$ cat src/snst_pkg.sv
`default_nettype none
package snst_pkg;

    localparam int SNST_SLOTS = 8;

    localparam logic [2:0] ACT_STORE   = 3'd0;
    localparam logic [2:0] ACT_TAKE    = 3'd1;
    localparam logic [2:0] ACT_HAS     = 3'd2;
    localparam logic [2:0] ACT_HAS_ID  = 3'd3;
    localparam logic [2:0] ACT_CLR_ALL = 3'd4;
    localparam logic [2:0] ACT_CLR_DIG = 3'd5;

    typedef enum logic [1:0] {
        ST_OK   = 2'd0,
        ST_DUP  = 2'd1,
        ST_FULL = 2'd2,
        ST_NF   = 2'd3
    } t_status;

    typedef struct packed {
        logic [2:0]   action;
        logic [255:0] digest;
        logic [31:0]  index;
        logic [7:0]   prefix;
        logic [255:0] key;
        logic [31:0]  handle;
    } t_item;

    typedef struct packed {
        logic    load;
        logic    match;
        logic    scan_start;
        logic    scan_step;
        logic    evict_rd;
        logic    evict;
        logic    write_free;
        logic    write_best;
        logic    take;
        logic    clr_all;
        logic    clr_dig;
        logic    res_ld;
        t_status res_code;
    } t_cmd;

    typedef struct packed {
        logic [2:0] action;
        logic       dup;
        logic       has_free;
        logic       has_cand;
        logic       hit;
        logic       scan_last;
        logic       out_free;
    } t_sts;

endpackage
`default_nettype wire

$ cat src/snst_ctrl.sv
`default_nettype none
module snst_ctrl (
    input  wire logic          i_clk,
    input  wire logic          i_rst_n,
    input  wire logic          i_in_valid,
    output logic               o_in_ready,
    input  wire snst_pkg::t_sts i_sts,
    output snst_pkg::t_cmd     o_cmd
);
    import snst_pkg::*;

    typedef enum logic [6:0] {
        S_IDLE   = 7'b0000001,
        S_MATCH  = 7'b0000010,
        S_DECIDE = 7'b0000100,
        S_SCAN   = 7'b0001000,
        S_EVRD   = 7'b0010000,
        S_EVICT  = 7'b0100000,
        S_FINISH = 7'b1000000
    } t_state;

    t_state r_state, n_state;

    assign o_in_ready = r_state == S_IDLE;

    always_comb begin
        n_state = r_state;
        o_cmd   = '0;
        o_cmd.res_code = ST_NF;
        case (r_state)
            S_IDLE: begin
                if (i_in_valid) begin
                    o_cmd.load = 1'b1;
                    n_state    = S_MATCH;
                end
            end
            S_MATCH: begin
                o_cmd.match = 1'b1;
                n_state     = S_DECIDE;
            end
            S_DECIDE: begin
                if (i_sts.action == ACT_STORE && !i_sts.dup && !i_sts.has_free &&
                    i_sts.has_cand) begin
                    o_cmd.scan_start = 1'b1;
                    n_state          = S_SCAN;
                end else if (i_sts.out_free) begin
                    o_cmd.res_ld = 1'b1;
                    n_state      = S_IDLE;
                    case (i_sts.action)
                        ACT_STORE: begin
                            if (i_sts.dup) o_cmd.res_code = ST_DUP;
                            else if (i_sts.has_free) begin
                                o_cmd.write_free = 1'b1;
                                o_cmd.res_code   = ST_OK;
                            end else o_cmd.res_code = ST_FULL;
                        end
                        ACT_TAKE, ACT_HAS, ACT_HAS_ID: begin
                            if (i_sts.hit) begin
                                o_cmd.res_code = ST_OK;
                                o_cmd.take     = i_sts.action == ACT_TAKE;
                            end
                        end
                        ACT_CLR_ALL: begin
                            o_cmd.clr_all  = 1'b1;
                            o_cmd.res_code = ST_OK;
                        end
                        ACT_CLR_DIG: begin
                            o_cmd.clr_dig  = 1'b1;
                            o_cmd.res_code = ST_OK;
                        end
                        default: o_cmd.res_code = ST_NF;
                    endcase
                end
            end
            S_SCAN: begin
                o_cmd.scan_step = 1'b1;
                if (i_sts.scan_last) n_state = S_EVRD;
            end
            S_EVRD: begin
                o_cmd.evict_rd = 1'b1;
                n_state        = S_EVICT;
            end
            S_EVICT: begin
                o_cmd.evict = 1'b1;
                n_state     = S_FINISH;
            end
            S_FINISH: begin
                if (i_sts.out_free) begin
                    o_cmd.write_best = 1'b1;
                    o_cmd.res_ld     = 1'b1;
                    o_cmd.res_code   = ST_OK;
                    n_state          = S_IDLE;
                end
            end
            default: n_state = S_IDLE;
        endcase
    end

    always_ff @(posedge i_clk) begin
        if (!i_rst_n) begin
            r_state <= S_IDLE;
        end else begin
            r_state <= n_state;
        end
    end
endmodule
`default_nettype wire

$ cat config.mk
export PLATFORM = sky130hd
export DESIGN_NAME = snst_ctrl
export DESIGN_NICKNAME = d
export VERILOG_FILES = /design/src/snst_pkg.sv /design/src/snst_ctrl.sv
export SDC_FILE = /design/constraint.sdc
export NUM_CORES = 1
export LEC_CHECK = 0
export ABC_AREA = 1
export BUFFER_PORTS_ARGS = -buffer_cell sky130_fd_sc_hd__buf_2
export CORE_AREA = 2 2 58 60
export DETAILED_ROUTE_END_ITERATION = 12
export DIE_AREA = 0 0 60 62
export SLEW_MARGIN = 20
export SYNTH_ARGS = -nofsm -noshare
export SYNTH_HDL_FRONTEND = slang
export SYNTH_SLANG_ARGS = --single-unit
$ cat constraint.sdc
create_clock -name i_clk -period 1.07 [get_ports i_clk]
set_clock_uncertainty 0.15 [all_clocks]
set_input_delay 0.107 -clock i_clk [delete_from_list [all_inputs] [get_ports i_clk]]
set_output_delay 0.107 -clock i_clk [all_outputs]
set_load 0.01 [all_outputs]
==> results.tsv, run 1 <==
stage	metric	value	unit
yosys	Avg Synthesized Cell Area	6.50	um2
critical_path	critical path's largest stage delay	0.33	ns
critical_path	Critical Path RT	0.81	ns
yosys	Net Count, Synth	116	
yosys	XOR/XNOR Fraction of Synth Area	0	%
cells_and_area	n_diodes	0	
critical_path	cell family with most CP delay	simple AND/OR/NAND/NOR gates	
yosys	largest area contributor in the netlist	dfxtp_1	
floorplanning	Die Y	62	um
sta	Tcrit/Tclk final	159	%
global_routing	largest net degree at the start of global routing	7	
cells_and_area	max reg flops	7	
yosys	Yosys reg bits	7	
place	IO buf count	26	
sta	Final Slew Violations	0	
global_routing	total grt overflow	0	
sta	Slew headroom	79.9	%
routing	DRC viols	0	
cells_and_area	share of layout cells above drive strength 1	72.6	%
floorplanning	die area	3720	um2
cells_and_area	synthesis-to-finish area growth	95.6	%
yosys	Post-synth EDFFs	0	
sta	worst-margin pin slew	0.302	ns
cells_and_area	Regs by FF count	r_state: 7 flops	
sta	top achievable clock speed	586	MHz
hold_path	Hold/Removal Path Class	primary input to register	
cells_and_area	Final nets	181	
place	dpl hpwl	1570	um
power	Peak VDD IR	0.214	mV
cells_and_area	final core utilization	41.6	%
yosys	Post-synth top cells	inv_1 (15), nand2_1 (15), nor2_1 (11)	
cts	Root Driver	clkbuf_4	
routing	DR vias	848	
yosys	sequential cell area fraction in the yosys report	20.7	%
yosys	Synth cell types	20	
routing	post-route ant nets	0	
job	maximum capacitance violations	0	
floorplanning	Rows	21	
yosys	top_reg_cell synth	dfxtp_1	
yosys	Synth Area in Adders	0	%
critical_path	Critical Path Most Common Cell	nand2_4	
cts	Num CTS Buffers	3	
floorplanning	Die X-Extent	60	um
yosys	ranking of synthesized cells by area	dfxtp_1 (21%), inv_1 (8.3%), nand2_1 (8.3%)	
yosys	main combinational cell family by area after synthesis	simple AND/OR/NAND/NOR gates	
routing	routed len/inst	9.50	um
floorplanning	Initial Util	21.3	%
yosys	asr flop ratio synth	0	%
critical_path	slowest CP cell	dfxtp_2	
sta	final setup fails	21	
yosys	simple-gate share of the synthesized area	59.3	%
yosys	Synth Area in Compound Gates	5.74	%
critical_path	crit path cell chain	inv_2, nor3_2, nand2_4, nand2_4, nand2_1, nor2_2, o21ai_2, buf_2	
critical_path	Max FO, Critical Path	3	
cts	Skew-Pair Late Insertion Delay	0.26	ns
global_routing	vias in the first global route	812	
cts	TritonCTS clock tree	built	
sta	final hold viol count	0	
power	power per standard cell area	649	nW/um2
floorplanning	Core Region	3180	um2
yosys	cell area after synthesis	676	um2
cts	clock slew at reported path FFs	0.05	ns
yosys	mux share of post-synthesis cell area	0	%
power	Power, Total	857	uW
sta	Final WS setup	-0.635	ns
yosys	Ys Warns	0	
yosys	Synth top area share	20.7	%
yosys	Syn Inst Count	104	
power	Leakage	0.000651	uW
critical_path	CP Class	register to output port	
floorplanning	# IOs	27	
global_routing	initial antenna violation count	0	
routing	drt initial violations	8	
outcome	status	finished, violations left	
routing	vias per cell	3.96	
cts	htree depth	1	
sta	min cycle time layout	1.71	ns
cells_and_area	# fillers	334	
critical_path	Worst Path Arrival	1.45	ns
place	GP Congestion	0.809	
cts	CTS sink count	7	
routing	first-pass iteration count of the detailed router	4	
cells_and_area	Reg with most FFs	r_state	
critical_path	worst path bufs/invs	2	
critical_path	Setup crit start kind	register	
sta	unrepaired setup endpoints after global routing	true	
critical_path	Crit. End Element	output port	
global_routing	gr usage total	11.7	%
outcome	failing checks	setup timing	
routing	WL final	2030	um
global_routing	first-pass GRT wire length	3220	um
cts	clock buffer depth	2	
per-layer routing:
| metal | wire [um] | GRT usage [%] | vias to the layer above |
|---|---|---|---|
| met3 | 85 | 1.04 | 5 |
| met5 | 0 | 0 | - |
| met1 | 846 | 13.6 | 364 |
| met2 | 1040 | 20.5 | 26 |
| met4 | 57 | 7.62 | 0 |
| li1 | - | - | 453 |
cell families (layout without fill, tap and decap cells):
logic type,after synthesis,in the layout
AOI/OAI and AO/OA,7,7
DFF,7,7
buffers and inverters,25,89
and+or+nand+nor,65,65
worst paths after layout:
kind | startpoint | end | cells after the start | slack (ns)
worst min register to register | r_state[4] | r_state[5] | 3 | 0.48
worst max-delay path | r_state[6] | o_cmd[0] | 8 | -0.64
worst min-delay path | i_in_valid | r_state[1] | 3 | 0.02
worst max register to register | r_state[2] | r_state[4] | 10 | -0.47
layout make-up:
type	count	area [um2]	share of cell area [%]
sequential	7	151	11.5
inverter	25	98.8	7.48
tap	46	57.6	4.36
clock buffer	4	26.3	1.99
multi-input combinational	72	539	40.8
timing repair buffer	60	448	33.9
per-stage QoR:
stage / cell area [um2] / hold WS, ns / setup TNS (ns) / instances / setup slack (ns)
global route: 1320 / 0.0464 / -11.54 / 214 / -0.704
floorplan: 703 / 0.0972 / -1.91 / 104 / -0.209
detailed placement: 1080 / 0.267 / -5.07 / 201 / -0.379
CTS: 1260 / 0.0126 / -9.57 / 212 / -0.625
global placement: 1080 / 0.257 / -4.89 / 201 / -0.367
finish: 1320 / 0.0179 / -9.89 / 214 / -0.635
worst register-to-register path: cells and delay by family, from the launching register on:
family | cells | cell delay [ns]
buffers and inverters | 3 | 0.31
flip-flops | 1 | 0.36
AND/OR/NAND/NOR | 7 | 0.63
where the power goes:
part	internal (uW)	switching [uW]	total (uW)
registers	265	8.15	273
clock network	142	100	243
logic	173	168	341
placed cells by master (no fill, tap or decap), types with 2 or more instances in the layout:
cell      netlist  final
inv_1          15     10
nor2_1         11      6
nand2_2         7     10
nor3_4          0      2
buf_4           0     27
buf_2           0     20
a21oi_1         5      4
nor3_2          3      3
nor2_2          6      6
dfxtp_4         0      2
nand2_4         3      3
inv_2           9     14
dfxtp_2         0      3
buf_6           0     12
clkbuf_4        0      3
nand3b_1        2      2
nand3_2         3      2
nand3_4         0      2
dfxtp_1         7      2
nand2_1        15     12
nor2_4          4      9
nand3_1         4      3
nand4_1         4      4
repair_timing:
action,CTS,global route
endpoints found under the setup margin,22,22
hold buffers,1,0
pin swaps,4,11
buffers inserted,6,5
endpoints found under the hold margin,1,0
gates resized for setup,25,17
No activity file was read; power rests on OpenSTA's default activity.
==> inputs of run 2 (changes only) <==
==> constraint.sdc (replaced) <==
create_clock -name i_clk -period 1.07 [get_ports i_clk]
set_clock_uncertainty 0.15 [all_clocks]
set_input_delay 0.214 -clock i_clk [delete_from_list [all_inputs] [get_ports i_clk]]
set_output_delay 0.214 -clock i_clk [all_outputs]
set_load 0.01 [all_outputs]
==> run 2 against run 1 <==
  * The run still ends with setup timing left
  * Via count rose by 1.3%
  * Hold slack improved by 0.084 ns
  * First-iteration DRC count rose by 13%
  * Worst setup slack got worse by 0.069 ns
  * Clock-buffer cell count did not move
  * Cell area rose by 3.4%
  * Largest cell class unchanged
  * Sequential share of layout area fell by 0.19 points
  * Cell count rose by 2.3%
  * Sequential power barely moved
  * Die area did not move
==> results.tsv, run 2 (synthesis gave the netlist of run 1 again) <==
stage	metric	value	unit
outcome	failing checks	setup timing	
sta	Slew headroom	81.2	%
critical_path	Setup crit start kind	register	
sta	Final Slew Violations	0	
floorplanning	Die X-Extent	60	um
global_routing	first-pass GRT wire length	3330	um
critical_path	Crit. End Element	output port	
critical_path	Worst Path Arrival	1.41	ns
cells_and_area	most frequent cells in the layout	buf_4 (32), buf_2 (18), buf_6 (15)	
global_routing	vias in the first global route	813	
cells_and_area	most common cell after layout, fill and taps aside	buf_4	
place	area post-placement	1120	um2
cts	Hold-fix buffers, CTS	0	
floorplanning	Core Region	3180	um2
global_routing	most crowded layer after global routing	met2	
sta	Tcrit/Tclk final	166	%
floorplanning	Rows	21	
routing	WL final	2070	um
sta	final hold viol count	0	
cells_and_area	n_diodes	0	
job	maximum capacitance violations	0	
sta	min cycle time layout	1.77	ns
sta	worst-margin pin slew	0.282	ns
routing	vias per cell	3.92	
cells_and_area	share of layout cells above drive strength 1	75.7	%
cts	Root Driver	clkbuf_4	
global_routing	initial antenna violation count	0	
floorplanning	Initial Util	21.3	%
floorplanning	Die Y	62	um
global_routing	M1 GR Usage	14.1	%
global_routing	gr usage total	12.2	%
cells_and_area	final core utilization	43.0	%
power	power per standard cell area	610	nW/um2
routing	routed len/inst	9.45	um
cells_and_area	synthesis-to-finish area growth	102	%
place	placed cell count	206	
routing	first-pass iteration count of the detailed router	4	
floorplanning	die area	3720	um2
cts	Skew-Pair Late Insertion Delay	0.26	ns
cts	clock buffer depth	2	
critical_path	Critical Path RT	0.71	ns
routing	post-route ant nets	0	
cells_and_area	Final nets	186	
cts	htree depth	1	
place	dpl hpwl	1610	um
power	Leakage	0.000672	uW
routing	DRC viols	0	
sta	top achievable clock speed	564	MHz
cells_and_area	Post-Layout Cell Count	219	
global_routing	met2 Track Usage GR	21.6	%
sta	unrepaired setup endpoints after global routing	true	
place	IO buf count	26	
global_routing	largest net degree at the start of global routing	7	
cells_and_area	post-route cell area	1370	um2
power	Peak VDD IR	0.248	mV
cells_and_area	Regs by FF count	r_state: 7 flops	
floorplanning	# IOs	27	
sta	Final WS setup	-0.704	ns
sta	WHS	0.102	ns
critical_path	Max FO, Critical Path	5	
sta	setup TNS	-11.40	ns
cts	TritonCTS clock tree	built	
routing	DR vias	859	
cts	Num CTS Buffers	3	
outcome	status	finished, violations left	
hold_path	Hold/Removal Path Class	primary input to register	
place	GP Congestion	0.788	
cells_and_area	Reg with most FFs	r_state	
global_routing	M3 GR Usage	1.04	%
cts	clock slew at reported path FFs	0.05	ns
cells_and_area	max reg flops	7	
sta	final setup fails	22	
critical_path	CP Class	register to output port	
global_routing	total grt overflow	0	
routing	drt initial violations	9	
cts	CTS sink count	7	
run 2: worst max-delay path: stages (launching register included):
cell and delay [ns]:
dfxtp_4 0.36, inv_2 0.07, nand2_2 0.06, nor2_4 0.11, nand2_4 0.09, inv_6 0.08
nand3_2 0.09, inv_2 0.07, nor2_2 0.04, o21ai_2 0.04, buf_2 0.14
run 2: path summary, 6_finish.rpt:
path         startpoint          to  slack (ns)  cells past startpoint
max          r_state[4]    o_cmd[0]       -0.70                     10
min             i_rst_n  r_state[0]        0.10                      4
max reg2reg  r_state[4]  r_state[4]       -0.61                     13
min reg2reg  r_state[4]  r_state[5]        0.46                      2
run 2: timing repair:
item	in CTS	in global routing
pin swaps	12	5
setup buffers	7	5
resized for setup	22	19
setup endpoints to repair	22	22
endpoints found under the hold margin	0	0
run 2: cell type report:
class,instances,area [um2]
fillers,345,1810
multi-input cells,72,528
repair buffers,65,499
flip-flops and latches,7,154
inverters,25,101
well taps,46,57.6
clock buffers,4,26.3
run 2: power breakdown:
part           total (uW)  leakage [uW]  internal (uW)  switching, uW
registers             270     0.0000603            263           7.51
clock network         247     0.0000150            143            104
logic                 317      0.000596            160            158
total                 834      0.000672            565            269
run 2: per-layer routing:
layer  up-vias  share of wire (%)
met5         -                  0
met4         0                2.8
met3         4                4.2
met2        24                 54
met1       371                 39
li1        460                  -
run 2: stage by stage:
| step | total power (uW) | worst slack, ns |
|---|---|---|
| CTS | 837 | -0.693 |
| global placement | 534 | -0.463 |
| finish | 834 | -0.704 |
| global route | 882 | -0.785 |
| detailed placement | 536 | -0.487 |
| floorplan | 412 | -0.316 |
==> inputs of run 3 (changes only) <==
- CORE_AREA: 2 2 58 60 -> 2 2 47 49
- DIE_AREA: 0 0 60 62 -> 0 0 49 51
- SLEW_MARGIN: 20 -> 10
==> run 3 against run 2 <==
  * First-iteration DRC count shrank 67%
  * Routed wire length grew 2.6%
  * Total power shrank 0.30%
  * Critical endpoint unchanged
  * The flow still finishes with violations (setup timing)
  * Cell count shrank 8.2%
  * Clock-buffer cell count is the same
  * Via count grew 1.2%
  * Critical path type unchanged
  * Utilization grew 23 points
  * Non-clock buffer count is the same
==> results.tsv, run 3 (synthesis gave the netlist of run 1 again) <==
stage	metric	value	unit
floorplanning	die area	2500	um2
critical_path	critical path's largest stage delay	0.36	ns
critical_path	Critical Path RT	0.71	ns
critical_path	Setup crit start kind	register	
global_routing	total grt overflow	0	
hold_path	Hold/Removal Path Class	primary input to register	
routing	vias per cell	4.32	
critical_path	worst reg2reg endpoint	r_state[4]	
cells_and_area	Reg with most FFs	r_state	
routing	first-pass iteration count of the detailed router	4	
power	Peak VDD IR	0.363	mV
cells_and_area	n_diodes	0	
power	power per standard cell area	610	nW/um2
routing	routed len/inst	10.6	um
cts	TritonCTS clock tree	built	
cts	CTS sink count	7	
cells_and_area	synthesis-to-finish area growth	102	%
place	GP Congestion	0.843	
critical_path	flop2flop setup slack	-0.39	ns
cells_and_area	Multi-input gate area	562	um2
floorplanning	Die Y	51	um
sta	Tcrit/Tclk final	165	%
hold_path	hold wc startpoint	i_sts[1]	
routing	WL final	2120	um
cells_and_area	Reg area	155	um2
cts	clock slew at reported path FFs	0.06	ns
cells_and_area	max reg flops	7	
routing	post-route ant nets	0	
place	dpl hpwl	1630	um
global_routing	vias in the first global route	894	
cts	Root Driver	clkbuf_4	
critical_path	crit path cell chain	inv_2, nand2_2, nor2_4, nand2_4, inv_8, nand3_4, inv_4, nor2_2, o21ai_2, buf_2	
critical_path	CP Launch Point	r_state[4]	
floorplanning	# IOs	27	
outcome	failing checks	setup timing	
power	Leakage	0.000669	uW
floorplanning	Core Region	2060	um2
sta	unrepaired setup endpoints after global routing	true	
sta	Final Slew Violations	0	
cells_and_area	# fillers	177	
global_routing	gr usage total	17.5	%
cells_and_area	Post-Layout Cell Count	201	
critical_path	FF-to-FF path depth	10	
routing	drt initial violations	3	
critical_path	slowest CP cell	dfxtp_4	
outcome	status	finished, violations left	
global_routing	largest net degree at the start of global routing	7	
sta	Final WS setup	-0.694	ns
critical_path	Max FO, Critical Path	5	
cts	clock buffer depth	2	
critical_path	Worst Path Arrival	1.40	ns
global_routing	initial antenna violation count	0	
cts	htree depth	1	
sta	worst-margin pin slew	0.300	ns
global_routing	first-pass GRT wire length	3370	um
sta	final setup fails	21	
cts	Num CTS Buffers	3	
cells_and_area	share of layout cells above drive strength 1	78.6	%
routing	DR vias	869	
floorplanning	Initial Util	32.7	%
cells_and_area	Regs by FF count	r_state: 7 flops	
floorplanning	Die X-Extent	49	um
routing	DRC viols	0	
hold_path	Hold Path Depth	3	
cts	Skew-Pair Late Insertion Delay	0.26	ns
sta	top achievable clock speed	567	MHz
critical_path	CP Class	register to output port	
critical_path	Crit. End Element	output port	
place	IO buf count	26	
sta	Slew headroom	80.0	%
critical_path	Critical R2R Launch	r_state[4]	
job	maximum capacitance violations	0	
sta	setup TNS	-11.03	ns
cells_and_area	most common cell after layout, fill and taps aside	buf_4	
floorplanning	Rows	17	
sta	final hold viol count	0	
place	placed cell count	188	
cells_and_area	most frequent cells in the layout	buf_4 (34), buf_2 (20), inv_2 (13)	
hold_path	Hold Path End	r_state[3]	
cells_and_area	Final nets	186	
place	pre-CTS WS	-0.445	ns
sta	min cycle time layout	1.76	ns
-- run 3: layout make-up --
type | count | share of cell area [%]
clock buffer | 4 | 1.93
inverter | 25 | 7.80
multi-input combinational | 72 | 41.2
sequential | 7 | 11.4
tap | 28 | 2.57
timing repair buffer | 65 | 35.1
-- run 3: worst max-delay path by stage --
stage                           to  slack, ns  cells past startpoint
final                     o_cmd[0]      -0.69                     10
after global routing      o_cmd[0]      -0.78                     10
after CTS                 o_cmd[0]      -0.69                     10
after detailed placement  o_cmd[0]      -0.44                      8
after global placement    o_cmd[0]      -0.42                      8
after floorplan           o_cmd[7]      -0.32                      7
-- run 3: power by group --
group / switching, uW / total (uW) / internal, uW
logic: 159 / 313 / 154
clock network: 106 / 248 / 143
registers: 7.51 / 270 / 263
-- run 3: metal layers --
layer  share of wire [%]  vias up  global-route usage, %
met5                   0        -                      0
li1                    -      462                      -
met1                  38      382                   17.6
met2                  56       21                   34.0
met4                 1.8        0                   12.4
met3                 3.7        4                   1.46
-- run 3: worst max-delay path, delay by kind of cell, from the launching register on --
| kind | cells | cell delay, ns |
|---|---|---|
| simple gates | 5 | 0.40 |
| flops | 1 | 0.36 |
| buf+inv | 4 | 0.36 |
| compound gates | 1 | 0.04 |
-- run 3: timing repair --
action	CTS	global route
pin swaps	8	7
resized for setup	30	21
gates cloned	0	0
hold buffers	0	0
endpoints found under the setup margin	21	22
hold endpoints to repair	0	0
buffers inserted	8	5
-- run 3: metrics by stage --
stage               utilization (%)  hold WS [ns]  instance area [um2]  total power (uW)
detailed placement             53.2         0.378                 1100               547
global route                   66.1         0.116                 1360               887
CTS                            62.0         0.108                 1280               826
finish                         66.1         0.118                 1360               831
global placement               53.2         0.373                 1100               540
floorplan                         -         0.224                  708               412
